`src/rtl/sbzd_pkg.sv`:
```
// Shared types, constants and helpers for the scan-line bitmap zero decompressor.
// Depends on nothing; every other file but sbzd_line_store refers to it by scoped names.
package sbzd_pkg;

  // Field widths fixed by the interface.
  localparam int WIDX_W = 6;
  localparam int NB_W   = 4;
  localparam int LB_W   = 10;
  localparam int POS_W  = 4;
  localparam int FILL_W = 7;

  // Line length after reset.
  localparam logic [LB_W-1:0] LB_RESET = 10'd512;

  // A flag position of eight means the level is used up.
  localparam logic [POS_W-1:0] POS_END = 4'd8;

  // Zero-fill sizes of one flag bit at each level, in bytes.
  localparam logic [FILL_W-1:0] LEAF_GROUP = 7'd1;
  localparam logic [FILL_W-1:0] MID_GROUP  = 7'd8;
  localparam logic [FILL_W-1:0] TOP_GROUP  = 7'd64;

  // Sequencer states: waiting for a flag or data byte, or running.
  typedef enum logic [2:0] {
    ST_IDLE,
    ST_MID,
    ST_LEAF,
    ST_DATA,
    ST_RUN
  } seq_state_t;

  // Level that a zero fill belongs to.
  typedef enum logic [1:0] {
    LVL_LEAF,
    LVL_MID,
    LVL_TOP
  } fill_level_t;

  // One line word, as handed from the sequencer and as delivered.
  typedef struct packed {
    logic [63:0]       data;
    logic [WIDX_W-1:0] idx;
    logic [NB_W-1:0]   nbytes;
    logic              line_end;
    logic              run_last;
  } word_t;

  // Byte mask that keeps the first nb bytes of a word, first byte on top.
  function automatic logic [63:0] byte_mask(input logic [NB_W-1:0] nb);
    logic [63:0] m;
    m = '0;
    for (int k = 0; k < 8; k++) begin
      if (NB_W'(k) < nb) begin
        m[63 - 8 * k -: 8] = 8'hFF;
      end
    end
    return m;
  endfunction

endpackage

```
`src/rtl/sbzd_line_store.sv`:
```
// Previous-line store: one word per entry, synchronous read with the data in the cycle after the read.
// A per-entry valid bit makes unwritten entries read as zero after reset.
// Depends on nothing outside this file.
module sbzd_line_store #(
  parameter int DEPTH = 64
) (
  input  logic                                  clk,
  input  logic                                  rst,
  input  logic                                  re,
  input  logic [(DEPTH > 1 ? $clog2(DEPTH) : 1)-1:0] raddr,
  input  logic                                  we,
  input  logic [(DEPTH > 1 ? $clog2(DEPTH) : 1)-1:0] waddr,
  input  logic [63:0]                           wdata,
  output logic [63:0]                           rdata
);

  logic [63:0]      mem [DEPTH];
  logic [DEPTH-1:0] written;
  logic [63:0]      mem_q;
  logic             written_q;
  logic             bypass;
  logic [63:0]      bypass_data;

  // Array write and registered read.
  always_ff @(posedge clk) begin
    if (we) begin
      mem[waddr] <= wdata;
    end
    if (re) begin
      mem_q <= mem[raddr];
    end
  end

  // Entry valid bits, cleared by reset.
  always_ff @(posedge clk) begin
    if (rst) begin
      written <= '0;
    end else if (we) begin
      written[waddr] <= 1'b1;
    end
  end

  // A read that meets a write to the same entry takes the new data.
  always_ff @(posedge clk) begin
    if (re) begin
      written_q   <= written[raddr];
      bypass      <= we && (waddr == raddr);
      bypass_data <= wdata;
    end
  end

  assign rdata = bypass ? bypass_data : (written_q ? mem_q : 64'd0);

endmodule

```
`src/rtl/sbzd_word_unit.sv`:
```
// Read-modify-write of line words: XOR the delta into the stored line, write back,
// and register the inverted result. Depends on sbzd_pkg and sbzd_line_store.
module sbzd_word_unit #(
  parameter int WORDS = 64
) (
  input  logic           clk,
  input  logic           rst,
  input  logic           req_valid,
  output logic           req_ready,
  input  sbzd_pkg::word_t req,
  output logic           out_valid,
  input  logic           out_ready,
  output sbzd_pkg::word_t res
);

  localparam int IDX_W = (WORDS > 1) ? $clog2(WORDS) : 1;

  logic            w_valid;
  sbzd_pkg::word_t w_req;
  logic            load_w;
  logic            move_o;
  logic [63:0]     prev;
  logic [63:0]     mask;
  logic [63:0]     merged;

  // Stage handshakes: the read stage moves on when the output register frees.
  assign move_o    = w_valid && (!out_valid || out_ready);
  assign req_ready = !w_valid || move_o;
  assign load_w    = req_valid && req_ready;

  // New line word for the entry under update.
  assign mask   = sbzd_pkg::byte_mask(w_req.nbytes);
  assign merged = prev ^ (w_req.data & mask);

  sbzd_line_store #(
    .DEPTH (WORDS)
  ) u_store (
    .clk   (clk),
    .rst   (rst),
    .re    (load_w),
    .raddr (req.idx[IDX_W-1:0]),
    .we    (move_o),
    .waddr (w_req.idx[IDX_W-1:0]),
    .wdata (merged),
    .rdata (prev)
  );

  // Read stage.
  always_ff @(posedge clk) begin
    if (rst) begin
      w_valid <= 1'b0;
    end else if (load_w) begin
      w_valid <= 1'b1;
    end else if (move_o) begin
      w_valid <= 1'b0;
    end
  end

  always_ff @(posedge clk) begin
    if (load_w) begin
      w_req <= req;
    end
  end

  // Output register.
  always_ff @(posedge clk) begin
    if (rst) begin
      out_valid <= 1'b0;
    end else if (move_o) begin
      out_valid <= 1'b1;
    end else if (out_ready) begin
      out_valid <= 1'b0;
    end
  end

  always_ff @(posedge clk) begin
    if (move_o) begin
      res.data     <= ~merged & mask;
      res.idx      <= w_req.idx;
      res.nbytes   <= w_req.nbytes;
      res.line_end <= w_req.line_end;
      res.run_last <= w_req.run_last;
    end
  end

endmodule

```
`src/rtl/sbzd_sequencer.sv`:
```
// Flag-tree sequencer: walks the top, middle and leaf flag bytes, places data
// bytes, fills zero runs and builds line words. Depends on sbzd_pkg.
module sbzd_sequencer #(
  parameter int MAX_LINE_BYTES = 512
) (
  input  logic                          clk,
  input  logic                          rst,
  input  logic [sbzd_pkg::LB_W-1:0]     line_bytes,
  input  logic                          in_valid,
  output logic                          in_ready,
  input  logic [7:0]                    code_byte,
  input  logic                          line_start,
  output logic                          req_valid,
  input  logic                          req_ready,
  output sbzd_pkg::word_t               req
);

  localparam int BD_W = $clog2(MAX_LINE_BYTES + 1);
  localparam logic [sbzd_pkg::LB_W-1:0] MAX_LEN = sbzd_pkg::LB_W'(MAX_LINE_BYTES);

  sbzd_pkg::seq_state_t  state, state_next;
  logic [7:0]            top_flags, top_flags_next;
  logic [7:0]            mid_flags, mid_flags_next;
  logic [7:0]            leaf_flags, leaf_flags_next;
  logic [sbzd_pkg::POS_W-1:0]  top_pos, top_pos_next;
  logic [sbzd_pkg::POS_W-1:0]  mid_pos, mid_pos_next;
  logic [sbzd_pkg::POS_W-1:0]  leaf_pos, leaf_pos_next;
  logic [sbzd_pkg::FILL_W-1:0] fill_left, fill_left_next;
  sbzd_pkg::fill_level_t fill_level, fill_level_next;
  logic [63:0]           wuc, wuc_next;
  logic [BD_W-1:0]       bd, bd_next;
  logic                  pend_valid, pend_valid_next;
  sbzd_pkg::word_t       pend, pend_next;

  logic [sbzd_pkg::LB_W-1:0]   len10;
  logic [BD_W-1:0]             len;
  logic                        accept;
  logic                        chunk;
  logic                        merge;
  logic                        term;
  sbzd_pkg::seq_state_t        term_state;
  logic [sbzd_pkg::FILL_W-1:0] avail;
  sbzd_pkg::fill_level_t       level;

  logic [2:0]                  pos;
  logic [3:0]                  room;
  logic [sbzd_pkg::LB_W-1:0]   rem10;
  logic [sbzd_pkg::FILL_W-1:0] n_a;
  logic [3:0]                  n;
  logic [BD_W-1:0]             bd_new;
  logic [BD_W-1:0]             bd_m1;
  logic [3:0]                  vb;
  logic                        line_done;
  logic                        word_done;
  logic                        group_done;
  logic [sbzd_pkg::FILL_W-1:0] left;
  logic [63:0]                 wuc_m;
  sbzd_pkg::word_t             new_word;

  logic                        want_push;
  logic                        stall;
  logic [sbzd_pkg::POS_W-1:0]  top_inc, mid_inc, leaf_inc;

  // Line length in use, clamped to one .. maximum.
  always_comb begin
    priority if (line_bytes == '0) begin
      len10 = sbzd_pkg::LB_W'(1);
    end else if (line_bytes > MAX_LEN) begin
      len10 = MAX_LEN;
    end else begin
      len10 = line_bytes;
    end
  end
  assign len = len10[BD_W-1:0];

  assign in_ready = (state != sbzd_pkg::ST_RUN);
  assign accept   = in_valid && in_ready;

  // Decide what this cycle does: one step of the zero run, the placing of a data byte, or stop and wait.
  always_comb begin
    chunk      = 1'b0;
    merge      = 1'b0;
    term       = 1'b0;
    term_state = sbzd_pkg::ST_IDLE;
    avail      = sbzd_pkg::LEAF_GROUP;
    level      = sbzd_pkg::LVL_LEAF;
    unique case (state)
      sbzd_pkg::ST_RUN: begin
        priority if (fill_left != '0) begin
          chunk = 1'b1;
          avail = fill_left;
          level = fill_level;
        end else if (bd >= len) begin
          term = 1'b1;
        end else if (!leaf_pos[3]) begin
          if (leaf_flags[3'd7 - leaf_pos[2:0]]) begin
            term       = 1'b1;
            term_state = sbzd_pkg::ST_DATA;
          end else begin
            chunk = 1'b1;
          end
        end else if (!mid_pos[3]) begin
          if (mid_flags[3'd7 - mid_pos[2:0]]) begin
            term       = 1'b1;
            term_state = sbzd_pkg::ST_LEAF;
          end else begin
            chunk = 1'b1;
            avail = sbzd_pkg::MID_GROUP;
            level = sbzd_pkg::LVL_MID;
          end
        end else if (!top_pos[3]) begin
          if (top_flags[3'd7 - top_pos[2:0]]) begin
            term       = 1'b1;
            term_state = sbzd_pkg::ST_MID;
          end else begin
            chunk = 1'b1;
            avail = sbzd_pkg::TOP_GROUP;
            level = sbzd_pkg::LVL_TOP;
          end
        end else begin
          term = 1'b1;
        end
      end
      sbzd_pkg::ST_DATA: begin
        if (accept && !line_start) begin
          chunk = 1'b1;
          merge = 1'b1;
        end
      end
      default: begin
      end
    endcase
  end

  // Bytes placed this cycle: up to the word boundary, the group end or the line end.
  always_comb begin
    pos   = bd[2:0];
    room  = 4'd8 - {1'b0, pos};
    rem10 = sbzd_pkg::LB_W'(len) - sbzd_pkg::LB_W'(bd);
    n_a   = (avail < {3'b000, room}) ? avail : {3'b000, room};
    if (merge) begin
      n = 4'd1;
    end else if ({3'b000, n_a} > rem10) begin
      n = rem10[3:0];
    end else begin
      n = n_a[3:0];
    end
    bd_new     = bd + BD_W'(n);
    bd_m1      = bd_new - BD_W'(1);
    vb         = {1'b0, pos} + n;
    line_done  = (bd_new >= len);
    word_done  = (vb == 4'd8) || line_done;
    left       = avail - {3'b000, n};
    group_done = (left == '0) || line_done;
    wuc_m      = merge ? (wuc | ({56'd0, code_byte} << (6'd56 - {pos, 3'b000}))) : wuc;

    new_word.data     = wuc_m;
    new_word.idx      = sbzd_pkg::WIDX_W'(bd_m1 >> 3);
    new_word.nbytes   = vb;
    new_word.line_end = line_done;
    new_word.run_last = 1'b0;
  end

  // Position increments; the top position stays at its end once that level is exhausted.
  assign leaf_inc = leaf_pos + 4'd1;
  assign mid_inc  = mid_pos + 4'd1;
  assign top_inc  = top_pos[3] ? top_pos : top_pos + 4'd1;

  // Next state and the word handed downstream. A word waits in the pending
  // register until the next step shows whether it closes this input's results.
  always_comb begin
    state_next      = state;
    top_flags_next  = top_flags;
    mid_flags_next  = mid_flags;
    leaf_flags_next = leaf_flags;
    top_pos_next    = top_pos;
    mid_pos_next    = mid_pos;
    leaf_pos_next   = leaf_pos;
    fill_left_next  = fill_left;
    fill_level_next = fill_level;
    wuc_next        = wuc;
    bd_next         = bd;
    pend_valid_next = pend_valid;
    pend_next       = pend;

    want_push    = pend_valid && (term || (chunk && word_done));
    stall        = want_push && !req_ready;
    req_valid    = want_push;
    req          = pend;
    req.run_last = term;

    if (accept && line_start) begin
      bd_next        = '0;
      wuc_next       = '0;
      top_flags_next = code_byte;
      top_pos_next   = '0;
      mid_pos_next   = sbzd_pkg::POS_END;
      leaf_pos_next  = sbzd_pkg::POS_END;
      fill_left_next = '0;
      state_next     = sbzd_pkg::ST_RUN;
    end else if (accept) begin
      unique case (state)
        sbzd_pkg::ST_MID: begin
          mid_flags_next = code_byte;
          mid_pos_next   = '0;
          leaf_pos_next  = sbzd_pkg::POS_END;
          state_next     = sbzd_pkg::ST_RUN;
        end
        sbzd_pkg::ST_LEAF: begin
          leaf_flags_next = code_byte;
          leaf_pos_next   = '0;
          state_next      = sbzd_pkg::ST_RUN;
        end
        sbzd_pkg::ST_DATA: begin
          state_next = sbzd_pkg::ST_RUN;
        end
        default: begin
        end
      endcase
    end

    if (!stall) begin
      if (chunk) begin
        bd_next  = bd_new;
        wuc_next = word_done ? 64'd0 : wuc_m;
        if (word_done) begin
          pend_next       = new_word;
          pend_valid_next = 1'b1;
        end
        if (group_done) begin
          fill_left_next = '0;
          unique case (level)
            sbzd_pkg::LVL_LEAF: begin
              if (leaf_inc[3]) begin
                leaf_pos_next = sbzd_pkg::POS_END;
                if (mid_inc[3]) begin
                  mid_pos_next = sbzd_pkg::POS_END;
                  top_pos_next = top_inc;
                end else begin
                  mid_pos_next = mid_inc;
                end
              end else begin
                leaf_pos_next = leaf_inc;
              end
            end
            sbzd_pkg::LVL_MID: begin
              if (mid_inc[3]) begin
                mid_pos_next = sbzd_pkg::POS_END;
                top_pos_next = top_inc;
              end else begin
                mid_pos_next = mid_inc;
              end
            end
            sbzd_pkg::LVL_TOP: begin
              top_pos_next = top_inc;
            end
            default: begin
            end
          endcase
        end else begin
          fill_left_next  = left;
          fill_level_next = level;
        end
      end else if (term) begin
        state_next = term_state;
        if (want_push) begin
          pend_valid_next = 1'b0;
        end
      end
    end
  end

  // Control registers.
  always_ff @(posedge clk) begin
    if (rst) begin
      state      <= sbzd_pkg::ST_IDLE;
      top_flags  <= '0;
      mid_flags  <= '0;
      leaf_flags <= '0;
      top_pos    <= '0;
      mid_pos    <= '0;
      leaf_pos   <= '0;
      fill_left  <= '0;
      fill_level <= sbzd_pkg::LVL_LEAF;
      wuc        <= '0;
      bd         <= '0;
      pend_valid <= 1'b0;
    end else begin
      state      <= state_next;
      top_flags  <= top_flags_next;
      mid_flags  <= mid_flags_next;
      leaf_flags <= leaf_flags_next;
      top_pos    <= top_pos_next;
      mid_pos    <= mid_pos_next;
      leaf_pos   <= leaf_pos_next;
      fill_left  <= fill_left_next;
      fill_level <= fill_level_next;
      wuc        <= wuc_next;
      bd         <= bd_next;
      pend_valid <= pend_valid_next;
    end
  end

  // Pending word payload.
  always_ff @(posedge clk) begin
    pend <= pend_next;
  end

endmodule

```
`src/rtl/scanline_bitmap_zero_decompressor.sv`:
```
// Top level of the scan-line bitmap zero decompressor: line length register,
// flag-tree sequencer and read-modify-write word unit. Depends on sbzd_pkg,
// sbzd_sequencer and sbzd_word_unit.
//
//  Channel   Handshake                 Beat carries
//  input     in_valid / in_ready       code_byte, line_start
//  result    out_valid / out_ready     pixel_word, word_index, valid_bytes, line_end, run_last
//  config    line_bytes_we             line_bytes
//
// An input byte is accepted, then the sequencer runs its steps before it takes the next byte.
// Zero groups of 8 or 64 bytes give one word per cycle while the word unit takes them;
// a zero leaf bit fills a single byte per run step.
// Each word passes a two-stage read-modify-write of the line store (registered read,
// same-entry bypass) and an output register, so in_ready falls only while the
// sequencer runs. Reset clears the line store at once through per-word valid bits.
// A stalled result holds the word unit, which in turn holds the sequencer.
module scanline_bitmap_zero_decompressor #(
  parameter int MAX_LINE_BYTES = 512
) (
  input  logic        clk,
  input  logic        rst,
  input  logic        line_bytes_we,
  input  logic [9:0]  line_bytes,
  input  logic        in_valid,
  output logic        in_ready,
  input  logic [7:0]  code_byte,
  input  logic        line_start,
  output logic        out_valid,
  input  logic        out_ready,
  output logic [63:0] pixel_word,
  output logic [5:0]  word_index,
  output logic [3:0]  valid_bytes,
  output logic        line_end,
  output logic        run_last
);

  localparam int WORDS = (MAX_LINE_BYTES + 7) / 8;

  logic [sbzd_pkg::LB_W-1:0] line_len;
  logic                      req_valid;
  logic                      req_ready;
  sbzd_pkg::word_t           req;
  sbzd_pkg::word_t           res;

  // Line length register.
  always_ff @(posedge clk) begin
    if (rst) begin
      line_len <= sbzd_pkg::LB_RESET;
    end else if (line_bytes_we) begin
      line_len <= line_bytes;
    end
  end

  sbzd_sequencer #(
    .MAX_LINE_BYTES (MAX_LINE_BYTES)
  ) u_seq (
    .clk        (clk),
    .rst        (rst),
    .line_bytes (line_len),
    .in_valid   (in_valid),
    .in_ready   (in_ready),
    .code_byte  (code_byte),
    .line_start (line_start),
    .req_valid  (req_valid),
    .req_ready  (req_ready),
    .req        (req)
  );

  sbzd_word_unit #(
    .WORDS (WORDS)
  ) u_word (
    .clk       (clk),
    .rst       (rst),
    .req_valid (req_valid),
    .req_ready (req_ready),
    .req       (req),
    .out_valid (out_valid),
    .out_ready (out_ready),
    .res       (res)
  );

  // Result fields.
  assign pixel_word  = res.data;
  assign word_index  = res.idx;
  assign valid_bytes = res.nbytes;
  assign line_end    = res.line_end;
  assign run_last    = res.run_last;

`ifndef SYNTHESIS
  // Only the last word of a line may be short.
  a_short_word_ends_line: assert property (@(posedge clk) disable iff (rst)
    out_valid && !line_end |-> valid_bytes == 4'd8)
    else $error("short word before the end of the line");

  // The final word of a line always closes the results of its input byte.
  a_line_end_closes_run: assert property (@(posedge clk) disable iff (rst)
    out_valid && line_end |-> run_last)
    else $error("line end word without run_last");

  // The sequencer hands over no word while it waits for input.
  a_no_word_while_waiting: assert property (@(posedge clk) disable iff (rst)
    in_ready |-> !req_valid)
    else $error("word pushed while waiting for input");

  // Every delivered word holds one to eight bytes.
  a_byte_count_range: assert property (@(posedge clk) disable iff (rst)
    out_valid |-> valid_bytes != 4'd0 && valid_bytes <= 4'd8)
    else $error("byte count out of range");
`endif

endmodule
```
`config.mk`:
```
export PLATFORM = sky130hd
export DESIGN_NAME = scanline_bitmap_zero_decompressor
export DESIGN_NICKNAME = d
export VERILOG_FILES = /design/src/rtl/sbzd_pkg.sv /design/src/rtl/sbzd_line_store.sv /design/src/rtl/sbzd_word_unit.sv /design/src/rtl/sbzd_sequencer.sv /design/src/rtl/scanline_bitmap_zero_decompressor.sv
export SDC_FILE = /design/constraint.sdc
export NUM_CORES = 2
export LEC_CHECK = 0
export BUFFER_PORTS_ARGS = -buffer_cell sky130_fd_sc_hd__buf_2
export CORE_UTILIZATION = 26
export CTS_CLUSTER_SIZE = 40
export DETAILED_ROUTE_END_ITERATION = 10
export GPL_ROUTABILITY_DRIVEN = 0
export SKIP_CTS_REPAIR_TIMING = 1
export SYNTH_ARGS = -nofsm -noshare
export SYNTH_HDL_FRONTEND = slang
export SYNTH_HIERARCHICAL = 1
export SYNTH_SLANG_ARGS = --single-unit
```
`constraint.sdc`:
```
create_clock -name clk -period 23 [get_ports clk]
set_input_delay 2.3 -clock clk [delete_from_list [all_inputs] [get_ports clk]]
set_output_delay 2.3 -clock clk [all_outputs]
set_load 0.01 [all_outputs]
```
==> impl_metrics.tcl <==
set metrics [dict create \
    outcome "finished clean" \
    place_area_sq_um 191000 \
    cp-start-kind "flop" \
    netlist_area_sq_um 178000 \
    clockBufferDepth 4 \
    hold_slack_ns 0.403 \
    tightest_slew_ns 1.36 \
    num_io_pins 102 \
    setup_violations 0 \
    antenna_found_initial 35 \
    track_usage_pct 14.5 \
    fmax_mhz 76.2 \
    synth_flop_cell "edfxtp_1" \
    die_y_microns 831 \
    pwr_density_cell_nw_per_um2 92.8 \
    slew_headroom_pct 9.30 \
    portBuffers 101 \
    drc 0 \
    cts-root-buf "clkbuf_16" \
    cts_tree "built" \
    grt_pass1_wl_microns 721000 \
    crit_path_frequent_cell "ha_1" \
    ant_nets 0 \
    final_layout_size_suffix_gt1_share_pct 24.6 \
    grt_start_max_net_pins 107 \
    yosys_warnings 6 \
    critical_path.endpoint_type "flop" \
    dp_hpwl_microns 285000 \
    vias 91700 \
    rows 303 \
    grt_setup_unrepaired "no" \
    period_needed_ns 13.13 \
    clock-sinks 4652 \
    max_stage_delay_ns 0.81 \
    synthArstFlopShare_pct 0 \
    coreArea_sq_um 682000 \
    r2r_cells 48 \
    wl_per_cell_microns 28.7 \
    ys_seq_elements 4652 \
    hold_path.startpoint "u_seq/req[23]" \
    hold_depth 0 \
    die_w_microns 831 \
    final_util_pct 30.1 \
    holdPathEnd "u_word/w_req[23]" \
    setup_ws_ns 9.87 \
    yosysMostFrequentCell "edfxtp_1" \
    reg2reg_slack_ns 9.87 \
    grt_pass1_vias 89700 \
    wl_microns 522000 \
    drv_slew 0 \
    synth_common_cells "4453 x edfxtp_1, 1044 x mux4_2, 431 x nor2_1, 262 x a22oi_1, 219 x clkbuf_1" \
    fill_cells 65600 \
    postLayoutCellArea_sq_um 206000 \
    overflow 0 \
    synth_cells 8415 \
    layout.nets 8853 \
    synth-seq-area-share_pct 77.1 \
    cts_buffers 436 \
    drt-vias-per-instance 5.05 \
    fin_tns_setup_ns 0 \
    rr_startpoint "line_len[1]" \
    ctsHtreeMaxLevel 5 \
    die-area_sq_um 690000 \
    synth_area_leader_cell "edfxtp_1" \
    synth_top_area_share_pct 74.9 \
    cp.required_ns 23.62 \
    yosysUniqueCellTypes 85 \
    final_hold_viol_count 0 \
    pre_cts_ws_ns 10.14 \
    hold_class "reg2reg" \
    syn_avg_cell_area_sq_um 21.2 \
    worst-endpoint-arrival_ns 13.75 \
    fin_skew_ns 0.103 \
    worstSkewPairLatency_ns 1.05 \
    clkTransAtPathRegs_ns 0.07 \
    irDropWorstVdd_mv 0.0926 \
    maxCapViolCount 0 \
    drt_iter0_drc 13100 \
    leakagePower_nw 64.0 \
    area_growth_syn_to_layout_pct 15.3 \
    critPathMaxFanout 68 \
    synthTopCellsByArea "edfxtp_1 75%, mux4_2 13%, dfxtp_1 2.2%" \
    period_share_pct 57.1 \
    r2r-end "u_word/u_store/bypass_data[13]" \
    start_util_pct 26.2 \
    cp_slowest_cell "buf_4" \
    path_class "reg2reg" \
    synth_edf_count 4453 \
    drtPass1Iterations 5 \
]
-- area by class of cell --
cell class	instances	area, sq um	share of cell area, %
inverter	47	176	0.0858
clock buffer	559	11600	5.63
tap	8997	11300	5.47
multi-input combinational	3225	39300	19.1
clock inverter	247	2670	1.30
antenna	17	42.5	0.0207
timing repair buffer	422	3030	1.47
sequential	4652	138000	66.9
-- state kept, by name, indices dropped and copies added, names as in the netlist, 64 cells and up --
register	cells
u_word/u_store/written	64
u_word/u_store/bypass_data	64
u_word/w_req	76
u_word/u_store/mem_q	64
u_seq/wuc	64
u_seq/req	75
u_word/res	76
u_word/u_store/mem	4096
-- where the power goes --
group | internal, mW | leakage (nW) | switching [mW]
Combinational | 0.942 | 15.3 | 1.55
Sequential | 9.30 | 41.7 | 0.0330
Clock | 4.05 | 6.92 | 3.22
Total | 14.3 | 64.0 | 4.81
-- worst max-delay path: cells and delay by family, from the launching register on --
family | cells | cell delay, ns
simple gates | 15 | 2.94
compound gates | 18 | 4.78
fa+ha+maj | 6 | 1.74
mux | 2 | 0.51
xor+xnor | 1 | 0.30
buf+inv | 6 | 2.00
flops | 1 | 0.33
-- cell usage in the layout, fill, tap and decap left out, drive strengths merged, types with 44 or more instances in the layout --
| cell type | instances |
|---|---|
| a211oi | 70 |
| a21o | 73 |
| a21oi | 57 |
| a22o | 66 |
| a22oi | 262 |
| a32oi | 65 |
| buf | 422 |
| clkbuf | 559 |
| clkinv | 177 |
| dfxtp | 199 |
| edfxtp | 4453 |
| inv | 63 |
| mux2i | 141 |
| mux4 | 1044 |
| nand2 | 130 |
| nand3 | 147 |
| nor2 | 431 |
| o211a | 65 |
| o21ai | 44 |
| o221ai | 50 |
| o22ai | 130 |
| xnor2 | 93 |
| xor2 | 69 |
-- worst max-delay path by stage --
stage | startpoint | end | slack (ns) | cells after the start
global route | line_len[1] | u_word/u_store/bypass_data[13] | 9.13 | 48
CTS | line_len[1] | u_word/u_store/bypass_data[13] | 9.98 | 48
global placement | line_len[1] | u_word/u_store/mem_q[5] | 10.03 | 47
floorplan | line_len[1] | u_word/u_store/bypass | 3.67 | 45
detailed placement | line_len[1] | u_word/u_store/bypass_data[29] | 10.14 | 48
finish | line_len[1] | u_word/u_store/bypass_data[13] | 9.87 | 48
-- stage by stage --
step                instances  power [mW]
floorplan                8417        11.2
global placement        17300        12.0
detailed placement      17300        12.0
CTS                     18100        19.2
global route            18200        19.6
finish                  18200        19.1
-- routing by layer --
layer | GRT usage (%) | up-vias | wire length, microns
met5 | 0 | - | 41
met2 | 22.6 | 4930 | 239000
met4 | 4.87 | 6 | 19200
met3 | 2.60 | 840 | 51900
li1 | - | 36100 | -
met1 | 20.5 | 49900 | 212000
-- logic make-up (layout without fill, tap and decap cells) --
| group | after synthesis | after routing | share of synthesized area (%) |
|---|---|---|---|
| multiplexers | 1188 | 1188 | 14.0 |
| buffers and inverters | 540 | 1275 | 1.46 |
| other | 1 | 20 | 0.00210 |
| flip-flops | 4652 | 4652 | 77.1 |
| adder cells (fa/ha/maj) | 45 | 45 | 0.328 |
| AND/OR/NAND/NOR | 891 | 891 | 2.29 |
| AO/OA/AOI/OAI | 936 | 936 | 3.99 |
| XOR/XNOR | 162 | 162 | 0.795 |
(Power assumes the default switching activity.)
